**config.mk**
```make
export PLATFORM = sky130hd
export DESIGN_NAME = key_autorepeat_event_queue
export DESIGN_NICKNAME = d
export VERILOG_FILES = /design/src/hw/rtl/kaq_pkg.sv /design/src/hw/rtl/kaq_ctrl.sv /design/src/hw/rtl/kaq_dp.sv /design/src/hw/rtl/key_autorepeat_event_queue.sv
export SDC_FILE = /design/constraint.sdc
export NUM_CORES = 1
export LEC_CHECK = 0
export BUFFER_PORTS_ARGS = -buffer_cell sky130_fd_sc_hd__buf_4
export CAP_MARGIN = 15
export CORE_MARGIN = 5
export CORE_UTILIZATION = 50
export DETAILED_ROUTE_END_ITERATION = 12
export PLACE_DENSITY = 0.67
export SYNTH_ARGS = -nofsm -noshare
export SYNTH_HDL_FRONTEND = slang
export SYNTH_HIERARCHICAL = 1
export SYNTH_SLANG_ARGS = --single-unit
```
**constraint.sdc**
```tcl
create_clock -name clk -period 6.4 [get_ports clk]
set_input_delay 0 -clock clk [delete_from_list [all_inputs] [get_ports clk]]
set_output_delay 0 -clock clk [all_outputs]
set_load 0.03 [all_outputs]
```
**src/hw/rtl/kaq_pkg.sv**
```systemverilog
// Shared types and constants for the key auto-repeat event queue.
package kaq_pkg;

  localparam int ACT_W        = 3;
  localparam int LEVEL_W      = 5;
  localparam int HOLD_W       = 9;
  localparam int CFG_IDX_W    = 2;
  localparam int CFG_DATA_W   = 8;

  localparam int NUM_ACTIONS_DEF = 8;
  localparam int QUEUE_DEPTH_DEF = 16;

  localparam logic [CFG_DATA_W-1:0] DELAY_RESET    = 8'd30;
  localparam logic [CFG_DATA_W-1:0] INTERVAL_RESET = 8'd4;
  localparam logic [HOLD_W-1:0]     HOLD_MAX       = '1;

  localparam logic [CFG_IDX_W-1:0] REG_REPEAT_DELAY    = 2'd0;
  localparam logic [CFG_IDX_W-1:0] REG_REPEAT_INTERVAL = 2'd1;
  localparam logic [CFG_IDX_W-1:0] REG_MAP_MODE        = 2'd2;
  localparam logic [CFG_IDX_W-1:0] REG_INPUT_HALT      = 2'd3;

  typedef enum logic [1:0] {
    CMD_PRESS   = 2'd0,
    CMD_RELEASE = 2'd1,
    CMD_TICK    = 2'd2,
    CMD_POP     = 2'd3
  } cmd_t;

  typedef struct packed {
    cmd_t             command;
    logic [ACT_W-1:0] key_action;
    logic             key_mapped;
  } in_item_t;

  typedef struct packed {
    logic [ACT_W-1:0]   action_out;
    logic               action_valid;
    logic [LEVEL_W-1:0] queue_level;
    logic               overflow_seen;
  } out_item_t;

  typedef enum logic [1:0] {
    ST_IDLE,
    ST_EXEC,
    ST_SCAN,
    ST_FINISH
  } state_t;

  // Commands from the controller to the datapath.
  typedef struct packed {
    logic load_item;
    logic exec;
    logic scan_step;
    logic out_load;
  } dp_cmd_t;

  // Status from the datapath back to the controller.
  typedef struct packed {
    logic run_scan;
    logic scan_last;
    logic out_free;
  } dp_stat_t;

endpackage

```
**src/hw/rtl/kaq_ctrl.sv**
```systemverilog
// Sequencing state machine for the key auto-repeat event queue.
module kaq_ctrl
  import kaq_pkg::*;
(
  input  logic     clk,
  input  logic     rst,
  input  logic     in_valid,
  output logic     in_ready,
  input  dp_stat_t stat,
  output dp_cmd_t  cmd
);

  state_t state;
  state_t state_next;

  always_ff @(posedge clk) begin
    if (rst) begin
      state <= ST_IDLE;
    end else begin
      state <= state_next;
    end
  end

  always_comb begin
    state_next = state;
    cmd        = '0;
    in_ready   = 1'b0;
    unique case (state)
      ST_IDLE: begin
        in_ready = 1'b1;
        if (in_valid) begin
          cmd.load_item = 1'b1;
          state_next    = ST_EXEC;
        end
      end
      ST_EXEC: begin
        cmd.exec   = 1'b1;
        state_next = stat.run_scan ? ST_SCAN : ST_FINISH;
      end
      ST_SCAN: begin
        cmd.scan_step = 1'b1;
        if (stat.scan_last) begin
          state_next = ST_FINISH;
        end
      end
      ST_FINISH: begin
        // The result waits here until the output register is free.
        if (stat.out_free) begin
          cmd.out_load = 1'b1;
          state_next   = ST_IDLE;
        end
      end
      default: state_next = ST_IDLE;
    endcase
  end

`ifndef NO_ASSERTIONS
  a_accept_to_exec: assert property (@(posedge clk) disable iff (rst)
    in_valid && in_ready |=> state == ST_EXEC)
    else $error("accepted beat did not start execution");

  a_scan_continues: assert property (@(posedge clk) disable iff (rst)
    state == ST_SCAN && !stat.scan_last |=> state == ST_SCAN)
    else $error("counter scan ended early");

  a_one_result: assert property (@(posedge clk) disable iff (rst)
    cmd.out_load |=> state == ST_IDLE && !cmd.out_load)
    else $error("result loaded more than once");
`endif

endmodule

```
**src/hw/rtl/kaq_dp.sv**
```systemverilog
// Datapath: configuration, hold counters, repeat pacer, action queue and result register.
module kaq_dp
  import kaq_pkg::*;
#(
  parameter int NUM_ACTIONS = NUM_ACTIONS_DEF,
  parameter int QUEUE_DEPTH = QUEUE_DEPTH_DEF
) (
  input  logic                  clk,
  input  logic                  rst,
  input  in_item_t              in_data,
  input  logic                  cfg_we,
  input  logic [CFG_IDX_W-1:0]  cfg_index,
  input  logic [CFG_DATA_W-1:0] cfg_data,
  input  dp_cmd_t               cmd,
  output dp_stat_t              stat,
  output logic                  out_valid,
  input  logic                  out_ready,
  output out_item_t             out_data
);

  localparam int IDX_W  = (NUM_ACTIONS > 1) ? $clog2(NUM_ACTIONS) : 1;
  localparam int PTR_W  = $clog2(QUEUE_DEPTH);
  localparam int FILL_W = $clog2(QUEUE_DEPTH + 1);

  localparam logic [IDX_W-1:0]  LAST_IDX  = IDX_W'(NUM_ACTIONS - 1);
  localparam logic [PTR_W-1:0]  LAST_PTR  = PTR_W'(QUEUE_DEPTH - 1);
  localparam logic [FILL_W-1:0] FULL_FILL = FILL_W'(QUEUE_DEPTH);

  // Configuration registers.
  logic [CFG_DATA_W-1:0] repeat_delay;
  logic [CFG_DATA_W-1:0] repeat_interval;
  logic                  map_mode;
  logic                  input_halt;

  // Latched item.
  cmd_t             cmd_q;
  logic [ACT_W-1:0] act_q;
  logic             mapped_q;

  logic [HOLD_W-1:0] hold [NUM_ACTIONS];
  logic [HOLD_W-1:0] pacer;
  logic [IDX_W-1:0]  scan_idx;

  logic [ACT_W-1:0]  mem [QUEUE_DEPTH];
  logic [ACT_W-1:0]  rd_data;
  logic [PTR_W-1:0]  head;
  logic [PTR_W-1:0]  tail;
  logic [FILL_W-1:0] fill;

  logic [ACT_W-1:0] res_action;
  logic             res_valid;
  logic             dropped;

  logic              key_ok;
  logic [IDX_W-1:0]  sel_idx;
  logic [HOLD_W-1:0] hold_sel;
  logic              hold_we;
  logic [HOLD_W-1:0] hold_wdata;
  logic              push_en;
  logic [ACT_W-1:0]  push_data;
  logic              pop_en;
  logic              pacer_we;
  logic [HOLD_W-1:0] pacer_next;
  logic              drop_set;
  logic              queue_full;

  assign key_ok     = mapped_q && (32'(act_q) < NUM_ACTIONS);
  assign sel_idx    = cmd.scan_step ? scan_idx : IDX_W'(act_q);
  assign hold_sel   = hold[sel_idx];
  assign queue_full = (fill == FULL_FILL);

  always_comb begin
    hold_we    = 1'b0;
    hold_wdata = hold_sel;
    push_en    = 1'b0;
    push_data  = act_q;
    pop_en     = 1'b0;
    pacer_we   = 1'b0;
    pacer_next = pacer;
    drop_set   = 1'b0;
    if (cmd.exec) begin
      case (cmd_q)
        CMD_POP: pop_en = (fill != '0);
        CMD_PRESS: begin
          if (!input_halt && key_ok && hold_sel == '0 && fill == '0) begin
            push_en    = 1'b1;
            hold_we    = 1'b1;
            hold_wdata = HOLD_W'(1);
          end
        end
        CMD_RELEASE: begin
          if (!input_halt && key_ok) begin
            hold_we    = 1'b1;
            hold_wdata = '0;
          end
        end
        default: ;
      endcase
    end else if (cmd.scan_step) begin
      push_data = ACT_W'(scan_idx);
      if (hold_sel > HOLD_W'(repeat_delay)) begin
        pacer_we = 1'b1;
        if (pacer > HOLD_W'(repeat_interval)) begin
          // A repeat is due; on a full queue it is dropped but the pacer still restarts.
          pacer_next = '0;
          push_en    = !queue_full;
          drop_set   = queue_full;
        end else if (pacer != HOLD_MAX) begin
          pacer_next = pacer + HOLD_W'(1);
        end
      end else if (hold_sel != '0 && hold_sel != HOLD_MAX) begin
        hold_we    = 1'b1;
        hold_wdata = hold_sel + HOLD_W'(1);
      end
    end
  end

  always_ff @(posedge clk) begin
    if (rst) begin
      repeat_delay    <= DELAY_RESET;
      repeat_interval <= INTERVAL_RESET;
      map_mode        <= 1'b0;
      input_halt      <= 1'b0;
    end else if (cfg_we) begin
      unique case (cfg_index)
        REG_REPEAT_DELAY:    repeat_delay    <= cfg_data;
        REG_REPEAT_INTERVAL: repeat_interval <= cfg_data;
        REG_MAP_MODE:        map_mode        <= cfg_data[0];
        REG_INPUT_HALT:      input_halt      <= cfg_data[0];
        default: ;
      endcase
    end
  end

  always_ff @(posedge clk) begin
    if (cmd.load_item) begin
      cmd_q    <= in_data.command;
      act_q    <= in_data.key_action;
      mapped_q <= in_data.key_mapped;
    end
  end

  always_ff @(posedge clk) begin
    if (rst) begin
      for (int i = 0; i < NUM_ACTIONS; i++) begin
        hold[i] <= '0;
      end
      pacer    <= '0;
      scan_idx <= '0;
      head     <= '0;
      tail     <= '0;
      fill     <= '0;
      dropped  <= 1'b0;
    end else begin
      if (hold_we) begin
        hold[sel_idx] <= hold_wdata;
      end
      if (pacer_we) begin
        pacer <= pacer_next;
      end
      if (cmd.load_item) begin
        scan_idx <= '0;
        dropped  <= 1'b0;
      end else begin
        if (cmd.scan_step) begin
          scan_idx <= scan_idx + IDX_W'(1);
        end
        if (drop_set) begin
          dropped <= 1'b1;
        end
      end
      if (push_en) begin
        tail <= (tail == LAST_PTR) ? '0 : tail + PTR_W'(1);
      end
      if (pop_en) begin
        head <= (head == LAST_PTR) ? '0 : head + PTR_W'(1);
      end
      if (push_en && !pop_en) begin
        fill <= fill + FILL_W'(1);
      end else if (pop_en && !push_en) begin
        fill <= fill - FILL_W'(1);
      end
    end
  end

  // Queue storage; the read port follows the head pointer.
  always_ff @(posedge clk) begin
    if (push_en) begin
      mem[tail] <= push_data;
    end
    rd_data <= mem[head];
  end

  always_ff @(posedge clk) begin
    if (cmd.load_item) begin
      res_action <= '0;
      res_valid  <= 1'b0;
    end else if (pop_en) begin
      res_action <= rd_data;
      res_valid  <= 1'b1;
    end
  end

  always_ff @(posedge clk) begin
    if (rst) begin
      out_valid <= 1'b0;
    end else if (cmd.out_load) begin
      out_valid <= 1'b1;
    end else if (out_ready) begin
      out_valid <= 1'b0;
    end
  end

  always_ff @(posedge clk) begin
    if (cmd.out_load) begin
      out_data.action_out    <= res_action;
      out_data.action_valid  <= res_valid;
      out_data.queue_level   <= LEVEL_W'(fill);
      out_data.overflow_seen <= dropped;
    end
  end

  assign stat.run_scan  = (cmd_q == CMD_TICK) && !input_halt && !(map_mode && fill != '0);
  assign stat.scan_last = (scan_idx == LAST_IDX);
  assign stat.out_free  = !out_valid || out_ready;

`ifndef NO_ASSERTIONS
  a_fill_bound: assert property (@(posedge clk) disable iff (rst)
    fill <= FULL_FILL)
    else $error("queue fill above depth");

  a_drop_only_full: assert property (@(posedge clk) disable iff (rst)
    dropped |-> queue_full)
    else $error("overflow flagged on a queue that is not full");

  a_pop_decrements: assert property (@(posedge clk) disable iff (rst)
    pop_en |=> fill == $past(fill) - FILL_W'(1))
    else $error("pop did not reduce the fill");
`endif

endmodule

```
**src/hw/rtl/key_autorepeat_event_queue.sv**
```systemverilog
// Top level of the key auto-repeat event queue.
//
//  channel  | direction | handshake               | payload
//  ---------+-----------+-------------------------+------------------------------
//  in       | input     | in_valid / in_ready     | in_data (command, key, mapped)
//  out      | output    | out_valid / out_ready   | out_data (action, level, flags)
//  cfg      | input     | cfg_we                  | cfg_index, cfg_data
//
// Press, release, pop and skipped tick beats pass from acceptance through the execute and
// finish states to the output register; a running tick also passes through the scan state,
// which steps one hold counter per cycle over all NUM_ACTIONS counters before finishing.
// One beat at a time; the next is accepted once the result has moved to the output register.
// A stalled output keeps the controller in its finish state with the result in the datapath.
// Reset is synchronous and clears counters, pointers and configuration; the queue needs none.
module key_autorepeat_event_queue
  import kaq_pkg::*;
#(
  parameter int NUM_ACTIONS = NUM_ACTIONS_DEF,
  parameter int QUEUE_DEPTH = QUEUE_DEPTH_DEF
) (
  input  logic                  clk,
  input  logic                  rst,
  input  logic                  in_valid,
  output logic                  in_ready,
  input  in_item_t              in_data,
  output logic                  out_valid,
  input  logic                  out_ready,
  output out_item_t             out_data,
  input  logic                  cfg_we,
  input  logic [CFG_IDX_W-1:0]  cfg_index,
  input  logic [CFG_DATA_W-1:0] cfg_data
);

  dp_cmd_t  cmd;
  dp_stat_t stat;

  kaq_ctrl u_ctrl (
    .clk      (clk),
    .rst      (rst),
    .in_valid (in_valid),
    .in_ready (in_ready),
    .stat     (stat),
    .cmd      (cmd)
  );

  kaq_dp #(
    .NUM_ACTIONS (NUM_ACTIONS),
    .QUEUE_DEPTH (QUEUE_DEPTH)
  ) u_dp (
    .clk       (clk),
    .rst       (rst),
    .in_data   (in_data),
    .cfg_we    (cfg_we),
    .cfg_index (cfg_index),
    .cfg_data  (cfg_data),
    .cmd       (cmd),
    .stat      (stat),
    .out_valid (out_valid),
    .out_ready (out_ready),
    .out_data  (out_data)
  );

endmodule
```
==> metrics.txt, run 1 <==
Worst-path clk slew 0.08 ns; number of synthesized register bits 190; WS Path Type reg -> reg; # setup viols final 0; vias per cell 5.98; CTS Sinks 190; # diodes 0; die height 146 µm; routed wire length per instance 19.5 µm; share of cells above drive strength 1 15.7%; Max clock buf depth 2; nets 905; Crit Reg-Reg Startpoint u_ctrl/state[0]; crit path time final 5.84 ns; FFs w/ async S/R, synth 0%; Syn Inst Count 801; GR Overflow Total 0; share of the yosys chip area belonging to registers 55.6%; WP data arrival 6.20 ns; Worst Setup End Kind flip-flop; Cells on Worst Hold Path 4; synthesized cell area 0.00928 mm²; CP required 6.76 ns; most frequent CP cell inv_1; Worst-Skew Late Latency 0.43 ns; pin count of the biggest net entering global routing 41; synthesized area per cell 11.6 µm²; Hold Crit Start in_valid; Critical Path, Cell by Cell inv_1 -> ha_2 -> mux2_4 -> mux4_2 -> nand2b_1 -> a32oi_2 -> inv_1 -> ha_1 -> and4_1 -> a31oi_1 -> a21oi_2 -> nor4_4 -> o2bb2ai_4 -> ha_1 -> inv_1 -> fa_1 -> a21o_1 -> a21oi_1 -> xnor2_1 -> or3_1 -> a21oi_1; First DRT Iteration DRCs 600; worst-case hold path end point u_ctrl/state[0]; relative slew slack 30.8%; syn nets 858; Power Density 359 mW/mm²; Max Cap Viol 0; crit path launch type flip-flop; placed inst area 0.00977 mm²; final period utilization 91.3%; Die X 146 µm; DR vias 6519; reg2reg path depth 21; Starting Density 51.2%; row cnt 49; Post-DRT Antenna Nets 0; Final HPWL DP 15100 µm; I/O pin cnt 33; CTS tree done; Max VDD drop 0.207 mV; Hold WS 0.0818 ns; clock root buffer master clkbuf_16; core outline area 0.0181 mm²; critical-path maximum fanout 17; first-pass GRT wire length 34500 µm; TritonCTS buffer count 17; reg2reg setup slack 0.56 ns; RSZ-0062 raised after global routing no; number of antenna violations at the first check in global routing 0; vias in the first global route 6433; Worst-Margin Slew 1.03 ns; Fmax achieved 171 MHz; Die Footprint 0.0214 mm²; RePlAce Congestion 0.925; post-CTS setup buffer count 0; top_reg_cell synth edfxtp_1; CP max stage delay 0.48 ns; Leakage 3.86 nW; max-slew violation count 0; worst hold path class in -> reg; post-route cell area 0.0106 mm²; min setup slack post-route 0.556 ns; Yosys cell types 81; port buffer count 32; Area Growth Syn to Fin 14.2%; Post-Place Setup Slack 0.319 ns; final wirelength 21300 µm; slowest stage cell, crit path ha_2; H-tree depth 4; Post-synth EDFFs 136; GRT Total Usage 20.2%; reg2reg end u_dp/fill[4]; Layout Skew 0.0120 ns; Syn. warnings 6; TritonRoute pass-1 iters 5; status finished, final reports clean; Setup Total Neg Slack 0 ns; endpoints failing hold 0; Residual DRC 0
cell usage in the layout, fill, tap and decap left out, drive strengths merged, types with 7 or more instances in the layout:
cell / instances
edfxtp: 136
nor3: 83
nor2: 78
nand2: 59
dfxtp: 54
buf: 53
inv: 48
ha: 35
a21oi: 32
mux2i: 29
dlygate4sd3: 21
clkbuf: 17
mux4: 17
o21ai: 16
nand3: 12
nand4: 11
a211oi: 11
o211ai: 9
xor2: 9
nand2b: 8
a21o: 7
nor4: 7
a31oi: 7
mux2: 7
critical path, delay by kind of cell (launching register included):
family / cells / cell delay (ns)
flip-flops: 1 / 0.35
AND/OR/NAND/NOR: 4 / 1.07
AO/OA/AOI/OAI: 7 / 1.59
buffers and inverters: 3 / 0.41
XOR/XNOR: 1 / 0.10
multiplexers: 2 / 0.80
adder cells (fa/ha/maj): 4 / 1.46
state kept, by name (all words and copies together) (netlist names), 2 cells and up:
register / cells
u_dp/hold: 72
u_dp/mem: 48
u_dp/out_data: 10
u_dp/pacer: 9
u_dp/repeat_delay: 8
u_dp/repeat_interval: 8
u_dp/fill: 5
u_dp/head: 4
u_dp/tail: 4
u_dp/act_q: 3
u_dp/rd_data: 3
u_dp/res_action: 3
u_dp/scan_idx: 3
u_ctrl/state: 2
u_dp/cmd_q: 2
stage by stage:
step / total power [mW] / cells / utilization [%]
floorplan: 2.35 / 801 / -
global placement: 2.68 / 1037 / 53.8
detailed placement: 2.71 / 1037 / 53.8
CTS: 3.80 / 1090 / 58.4
global route: 3.99 / 1090 / 58.4
finish: 3.80 / 1090 / 58.4
Yosys cell counts (all sizes together), types with 11 or more instances:
cell type	number	area share, %
nand2	59	2.5
buf	23	1.4
inv	40	1.6
edfxtp	136	44
clkbuf	23	0.94
ha	35	4.7
nand4	11	0.74
nand3	12	0.65
nor3	83	4.5
dfxtp	54	12
o21ai	16	0.86
a21oi	32	1.8
nor2	78	3.2
a211oi	11	0.89
mux4	17	4.1
mux2i	29	3.2
metal layers:
layer	vias to the layer above	track usage [%]	share of wire (%)
li1	3089	-	-
met1	3208	28.0	44
met2	203	33.3	50
met3	19	3.53	5.5
met4	0	5.22	1.1
met5	-	0	0
report_power, final:
| part | internal, mW | leakage [nW] | switching (mW) |
|---|---|---|---|
| logic | 0.406 | 1.80 | 0.869 |
| clock network | 0.566 | 0.296 | 0.511 |
| registers | 1.41 | 1.76 | 0.0437 |
timing repair:
item | CTS | global route
resized for setup | 0 | 2
setup endpoints to repair | 0 | 1
endpoints found under the hold margin | 29 | 0
hold buffers | 21 | 0
final cells by class:
type / count / area [µm²]
Clock buffer: 17 / 425
Fill cell: 1447 / 7550
Sequential cell: 190 / 5160
Timing Repair Buffer: 74 / 608
Inverter: 41 / 154
Tap cell: 229 / 287
Clock inverter: 15 / 189
Multi-Input combinational cell: 524 / 3770
worst max path at each step:
stage	from	endpoint
finish	u_ctrl/state[0]	u_dp/fill[4]
global route	u_ctrl/state[0]	u_dp/fill[4]
CTS	u_ctrl/state[0]	u_dp/fill[4]
detailed placement	u_ctrl/state[0]	u_dp/fill[4]
global placement	u_ctrl/state[0]	u_dp/fill[4]
floorplan	u_ctrl/state[0]	u_dp/fill[4]
logic make-up after synthesis:
family / Yosys count / synth area share (%)
buf+inv: 87 / 4.03
xor+xnor: 14 / 1.32
mux: 53 / 8.26
fa+ha+maj: 36 / 4.93
simple gates: 300 / 16.2
flops: 190 / 55.6
compound gates: 121 / 9.64
Note: power is estimated with default switching activity, not from simulation.
==> run 2: changes to the inputs <==
--- a/config.mk
+++ b/config.mk
@@ -10,6 +10,7 @@
 export CORE_MARGIN = 5
 export CORE_UTILIZATION = 50
 export DETAILED_ROUTE_END_ITERATION = 12
+export HOLD_SLACK_MARGIN = 0.15
 export PLACE_DENSITY = 0.67
 export SYNTH_ARGS = -nofsm -noshare
 export SYNTH_HDL_FRONTEND = slang
==> constraint.sdc (replaced) <==
create_clock -name clk -period 6.6 [get_ports clk]
set_input_delay 0 -clock clk [delete_from_list [all_inputs] [get_ports clk]]
set_output_delay 0 -clock clk [all_outputs]
set_load 0.03 [all_outputs]
==> metrics.txt, run 2 (synthesized netlist as in run 1, its figures left out) <==
First DRT Iteration DRCs 657; Critical Path, Cell by Cell inv_1 -> ha_1 -> buf_4 -> mux2i_2 -> nand2_2 -> buf_4 -> o22ai_1 -> nor4_2 -> inv_1 -> ha_1 -> and3_1 -> a211oi_1 -> a31oi_1 -> a21oi_2 -> nor4_4 -> o2bb2ai_4 -> ha_1 -> inv_1 -> fa_1 -> a21o_1 -> a21oi_1 -> xnor2_1 -> or3_1 -> a21oi_1; Most flops, register u_dp/hold; row cnt 49; # setup viols final 0; CP max stage delay 0.61 ns; I/O pin cnt 33; H-tree depth 4; core outline area 0.0181 mm²; flip-flop count of the largest register after layout 72; Worst-path clk slew 0.07 ns; slowest stage cell, crit path nor4_2; Die Footprint 0.0214 mm²; most frequent cells in the layout edfxtp_1 (136), nor3_1 (82), nor2_1 (77); GR Overflow Total 0; Die X 146 µm; first-pass GRT wire length 35900 µm; Bufs and invs on worst path 5; endpoints failing hold 0; RePlAce Congestion 0.977; CP required 6.96 ns; Layout Skew 0.0131 ns; WP data arrival 6.35 ns; crit path launch type flip-flop; Residual DRC 0; post-CTS sizing 0; reg2reg path depth 24; clock root buffer master clkbuf_16; nets 916; CTS tree done; Max VDD drop 0.216 mV; TritonRoute pass-1 iters 5; Cells on Worst Hold Path 2; Worst path depth 24; overall power 3.68 mW; Max clock buf depth 2; TritonCTS buffer count 17; max-slew violation count 0; crit path time final 5.99 ns; Area Growth Syn to Fin 14.8%; # diodes 0; final wirelength 22400 µm; largest delay contributor family on the critical path simple AND/OR/NAND/NOR gates; CTS Sinks 190; final period utilization 90.8%; Starting Density 51.2%; WS Path Type reg -> reg; Post-DRT Antenna Nets 0; vias in the first global route 6614; RSZ-0062 raised after global routing no; die height 146 µm; Leakage 3.89 nW; commonest non-fill, non-tap cell in the layout edfxtp_1; worst hold path class in -> reg; pin count of the biggest net entering global routing 41; GRT Total Usage 21.1%; Final HPWL DP 15700 µm; Fmax achieved 167 MHz; fill cell count 1449; Worst-Skew Late Latency 0.44 ns; port buffer count 32; Max Cap Viol 0; Largest regs u_dp/hold: 72 flops, u_dp/mem: 48 flops, u_dp/out_data: 10 flops; Worst-Margin Slew 1.11 ns; vias per cell 6.09; Setup Total Neg Slack 0 ns; Worst Setup End Kind flip-flop; DR vias 6704; status finished, final reports clean; Power Density 345 mW/mm²; number of antenna violations at the first check in global routing 0; routed wire length per instance 20.3 µm; relative slew slack 25.5%; share of cells above drive strength 1 15.3%; critical-path maximum fanout 20
## run 2: cell types whose count changed in the layout (fill, tap and decap cells not counted), sizes merged
| cell | previous run | this run |
|---|---|---|
| clkinvlp | 1 | 3 |
| clkinv | 6 | 5 |
| bufinv | 1 | 0 |
| dlygate4sd3 | 21 | 32 |
## run 2: through the flow
step	cell area (µm²)	std cells	hold WS (ns)	utilization [%]	setup slack [ns]
4_1_cts	10700	1101	0.272	58.7	0.692
3_5_place_dp	9770	1037	0.181	53.8	0.772
5_1_grt	10700	1101	0.288	58.7	0.166
3_3_place_gp	9770	1037	0.185	53.8	1.00
6_report	10700	1101	0.291	58.7	0.607
2_1_floorplan	9280	801	0.0662	-	1.36
## run 2: worst register-to-register path: stages, from the launching register on
cell       delay, ns
dfxtp_1         0.38
inv_1           0.11
ha_1            0.30
buf_4           0.25
mux2i_2         0.26
nand2_2         0.23
buf_4           0.28
o22ai_1         0.16
nor4_2          0.61
inv_1           0.11
ha_1            0.29
and3_1          0.16
a211oi_1        0.05
a31oi_1         0.28
a21oi_2         0.16
nor4_4          0.44
o2bb2ai_4       0.25
ha_1            0.24
inv_1           0.10
fa_1            0.41
a21o_1          0.17
a21oi_1         0.17
xnor2_1         0.09
or3_1           0.30
a21oi_1         0.13
## run 2: routing by layer
metal / routed length (µm) / global-route usage, % / vias up
li1: - / - / 3108
met1: 9730 / 28.8 / 3305
met2: 10500 / 33.6 / 246
met3: 1600 / 5.05 / 45
met4: 471 / 6.44 / 0
met5: 0 / 0 / -
## run 2: area by class of cell
class                   instances  area, µm²  area share (%)
clock buffers                  17        425            3.99
clock inverters                15        146            1.37
inverters                      41        154            1.44
multi-input cells             524       3760            35.3
flip-flops and latches        190       5160            48.5
well taps                     229        287            2.69
repair buffers                 85        718            6.74
## run 2: where the power goes
group	switching (mW)	internal [mW]	leakage (nW)
registers	0.0416	1.37	1.76
clock network	0.490	0.502	0.274
logic	0.890	0.390	1.85
## run 2: final timing paths
| check | from | end | slack, ns |
|---|---|---|---|
| max | u_ctrl/state[0] | u_dp/fill[4] | 0.61 |
| min | in_data[5] | u_dp/cmd_q[1] | 0.29 |
| max reg2reg | u_ctrl/state[0] | u_dp/fill[4] | 0.61 |
| min reg2reg | u_dp/res_action[2] | u_dp/out_data[9] | 0.44 |
## run 2: timing repair
item	in CTS	in global routing
endpoints found under the hold margin	47	0
setup buffers	0	0
hold buffers	32	0
